## src/sv/vdm_pkg.sv

```systemverilog
// ----------------------------------------------------------------------------
// vdm_pkg
// shared types and constants for the vector distance metric unit
// ----------------------------------------------------------------------------
package vdm_pkg;

  localparam int ElemBits = 16;
  localparam int FracBits = 12;
  localparam int AccBits  = 48;
  localparam int AbsBits  = 32;
  localparam int DistBits = 44;
  localparam int SqrtBits = 48;

  typedef enum logic [2:0] {
    MetricL2Sq  = 3'd0,
    MetricL2    = 3'd1,
    MetricCos   = 3'd2,
    MetricNegIp = 3'd3,
    MetricL1    = 3'd4
  } metric_e;

  typedef struct packed {
    logic signed [ElemBits-1:0] a_elem;
    logic signed [ElemBits-1:0] b_elem;
    logic                       last;
  } in_word_t;

  typedef struct packed {
    logic signed [DistBits-1:0] distance;
    logic                       not_a_number;
  } out_word_t;

  typedef enum logic [2:0] {
    StIdle,
    StMul,
    StSqrt,
    StDiv,
    StDone,
    StOut
  } state_e;

  // controller to datapath
  typedef struct packed {
    logic acc_en;
    logic fin_start;
    logic mul_go;
    logic sqrt_start;
    logic sqrt_step;
    logic div_start;
    logic div_step;
    logic finish;
  } cmd_t;

  // datapath to controller
  typedef struct packed {
    logic need_sqrt;
    logic need_div;
    logic step_last;
  } sts_t;

endpackage

```

## src/sv/vdm_ctrl.sv

```systemverilog
// ----------------------------------------------------------------------------
// vdm_ctrl
// sequencer for the per-vector finish: multiply, root, divide, output
// ----------------------------------------------------------------------------
module vdm_ctrl import vdm_pkg::*; (
  input  logic clk_i,
  input  logic rst_ni,
  input  logic in_valid_i,
  input  logic in_last_i,
  output logic in_ready_o,
  output logic out_valid_o,
  input  logic out_ready_i,
  input  sts_t sts_i,
  output cmd_t cmd_o
);

  state_e state_q, state_d;

  always_ff @(posedge clk_i or negedge rst_ni) begin
    if (!rst_ni) begin
      state_q <= StIdle;
    end else begin
      state_q <= state_d;
    end
  end

  always_comb begin
    state_d = state_q;
    case (state_q)
      StIdle: begin
        if (in_valid_i && in_last_i) state_d = StMul;
      end
      StMul: begin
        if (sts_i.need_sqrt) state_d = StSqrt;
        else state_d = StDone;
      end
      StSqrt: begin
        if (sts_i.step_last) state_d = sts_i.need_div ? StDiv : StDone;
      end
      StDiv: begin
        if (sts_i.step_last) state_d = StDone;
      end
      StDone: state_d = StOut;
      StOut: begin
        if (out_ready_i) state_d = StIdle;
      end
      default: state_d = StIdle;
    endcase
  end

  always_comb begin
    cmd_o       = '0;
    in_ready_o  = 1'b0;
    out_valid_o = 1'b0;
    case (state_q)
      StIdle: begin
        in_ready_o       = 1'b1;
        cmd_o.acc_en     = in_valid_i;
        cmd_o.fin_start  = in_valid_i && in_last_i;
      end
      StMul: begin
        cmd_o.mul_go     = 1'b1;
        cmd_o.sqrt_start = sts_i.need_sqrt;
      end
      StSqrt: begin
        cmd_o.sqrt_step = 1'b1;
        cmd_o.div_start = sts_i.step_last && sts_i.need_div;
      end
      StDiv: cmd_o.div_step = 1'b1;
      StDone: cmd_o.finish = 1'b1;
      StOut: out_valid_o = 1'b1;
      default: ;
    endcase
  end

endmodule

```

## config.mk

```make
export PLATFORM = sky130hd
export DESIGN_NAME = vdm_ctrl
export DESIGN_NICKNAME = d
export VERILOG_FILES = /design/src/sv/vdm_pkg.sv /design/src/sv/vdm_ctrl.sv
export SDC_FILE = /design/constraint.sdc
export NUM_CORES = 1
export LEC_CHECK = 0
export ABC_AREA = 1
export BUFFER_PORTS_ARGS = -buffer_cell sky130_fd_sc_hd__buf_2
export CAP_MARGIN = 20
export CORE_AREA = 3 3 40 42
export DETAILED_ROUTE_END_ITERATION = 6
export DIE_AREA = 0 0 43 45
export SETUP_SLACK_MARGIN = 0.1
export SLEW_MARGIN = 20
export SYNTH_ARGS = -nofsm -noshare
export SYNTH_HDL_FRONTEND = slang
export SYNTH_SLANG_ARGS = --single-unit
export TNS_END_PERCENT = 30
```

## constraint.sdc

```tcl
create_clock -name clk_i -period 1.4 [get_ports clk_i]
set_input_delay 0.42 -clock clk_i [delete_from_list [all_inputs] [get_ports clk_i]]
set_output_delay 0.42 -clock clk_i [all_outputs]
set_load 0.02 [all_outputs]
```

==> impl_metrics.yaml <==
final_layout:
  syn_to_final_growth_pct: 129
  layout_common_cells: "buf_4 (12), nand2_1 (10), buf_6 (10), inv_1 (9), buf_2 (7)"
  largestRegisters: "state_q (3)"
  drive_above_1_share: 0.600
  largest_register_ffs: 3
  layout.nets: 94
  num_antenna_cells: 0
  layout_commonest_cell: "buf_4"
  largest-register: "state_q"
logic_synthesis:
  synthCells: 51
  synth-seq-area-share: 0.271
  yosys_warnings: 0
  synth_area_um2: 277
  syn_area_per_cell_um2: 5.42
  syn-num-nets: 59
  synth_seq_cells: 3
  synth.distinct_cells: 11
drt:
  postRouteAntennaNets: 0
  routed_wl_um: 992
  via_per_inst: 4.31
  route.detailed.drc: 0
  wl_per_cell_um: 9.92
  dr.pass1.iters: 4
  route.vias.total: 431
  drt_iter0_markers: 9
place:
  place_ws_ps: -66.2
  globalplace.congestion: 0.811
  hpwl_um: 716
  io_buffers: 17
floorplanning:
  coreArea_um2: 1280
  fp-row-count: 13
  start_util: 0.215
  die_h_um: 45
  fp.dieW_um: 43
  die_area_um2: 1940
  ios: 18
sta:
  min_period_ps: 1620
  hold_viol: 0
  slew_headroom: 0.883
  final.period_utilization: 1.16
  slew_violations: 0
  skew_ps: 3.65
  fmax_mhz: 618
  layout_setup_ws_ps: -217
  finalSetupViolCount: 11
  worst_pin_slew_ps: 174
  rsz0062_at_grt: "yes"
  whs_ps: 517
clocking:
  cts.htree.levels: 1
  numCtsBuffers: 3
  numClockSinks: 3
  path_clk_slew_ps: 40
  clock_path_buffers: 2
  cts-root-buf: "clkbuf_4"
  tritoncts: "done"
  clkLatencyLatePin_ps: 230
global_routing:
  grt_pass1_wl_mm: 1.55
  grt_max_degree: 7
  antenna_found_initial: 0
  grt_overflow_total: 0
  grt.total_usage: 0.108
  grt_pass1_vias: 389
run_status:
  outcome: "complete, but fails checks"
  violations: "setup timing"
power:
  p_leak_nw: 0.368
  power_density_nw_per_um2: 1880
  ir_worst_vdd_v: 0.000795
  total_power_w: 0.00119
critical_path:
  crit_start: "state_q[0]$_DFFE_PN0P_"
  worstSetupEndpointType: "output pin"
  critPathKind: "flip-flop to output pin"
  critPathRequiredTime_ps: 980
  worstPathArrival_ps: 1200
  reg2reg_from: "state_q[1]$_DFFE_PN0P_"
  start_kind: "flip-flop"
  path_max_fanout: 4
job:
  drv_cap: 0
min_path:
  hold_class: "input port to async pin"
[through the flow]
step | util | area (µm²) | instances | setup TNS [ps]
global route | 0.493 | 633 | 100 | -2330
CTS | 0.453 | 582 | 98 | -1860
detailed placement | 0.346 | 444 | 89 | -226
global placement | 0.346 | 444 | 89 | -154
finish | 0.493 | 633 | 100 | -1700
floorplan | - | 295 | 51 | -3.72
[kinds of logic (layout without fill, tap and decap cells)]
| logic type | Yosys count | after routing | share of synthesized area |
|---|---|---|---|
| compound gates | 4 | 4 | 0.0724 |
| buf+inv | 15 | 49 | 0.204 |
| simple gates | 29 | 29 | 0.452 |
| flops | 3 | 3 | 0.271 |
[repair_timing]
| item | CTS | global route |
|---|---|---|
| endpoints found under the hold margin | 3 | 0 |
| endpoints found under the setup margin | 10 | 11 |
| buffers inserted | 4 | 2 |
| gates resized for setup | 24 | 12 |
| pin swaps | 3 | 1 |
| hold buffers | 1 | 0 |
[cell usage after synthesis, drive strengths merged]
master   n  area [µm²]
inv     15        56.3
nand2   12        45.0
nor2    10        37.5
nand3    4        20.0
dfrtp    3        75.1
o21ai    3        15.0
nand4    2        12.5
a21oi    1        5.00
nor3     1        10.0
[area by class of cell]
type,instances,area (µm²)
clock buffer,4,26.3
multi-input combinational,33,204
fill,126,652
inverter,15,58.8
tap,15,18.8
sequential,3,77.6
timing repair buffer,30,248
[worst max-delay path, cell delays in order (launching register included)]
cell and delay (ps):
dfrtp_2 440, inv_4 90, nand3_4 80, nor2_4 110
inv_2 60, nor2_4 70, buf_6 110
[path summary, 6_finish.rpt]
check,slack (ps),to,depth (start not counted)
setup / recovery,-220,cmd_o[2],6
hold / removal,520,state_q[1]$_DFFE_PN0P_,2
setup reg to reg,-100,state_q[0]$_DFFE_PN0P_,9
max in group asynchronous,770,state_q[0]$_DFFE_PN0P_,2
min in group clk_i,530,state_q[2]$_DFFE_PN0P_,4
hold reg to reg,710,state_q[0]$_DFFE_PN0P_,3
[power by group]
group	internal [W]	switching [W]
logic	0.000399	0.000458
clock network	0.000107	0.0000446
registers	0.000127	0.0000575
total	0.000632	0.000560
[layer usage]
metal,global-route usage,up-vias,part of all wire
met4,0.0361,0,0
met5,0,-,0
met3,0.0438,0,0.054
met1,0.122,196,0.40
li1,-,223,-
met2,0.186,12,0.54
(Power assumes the default switching activity.)
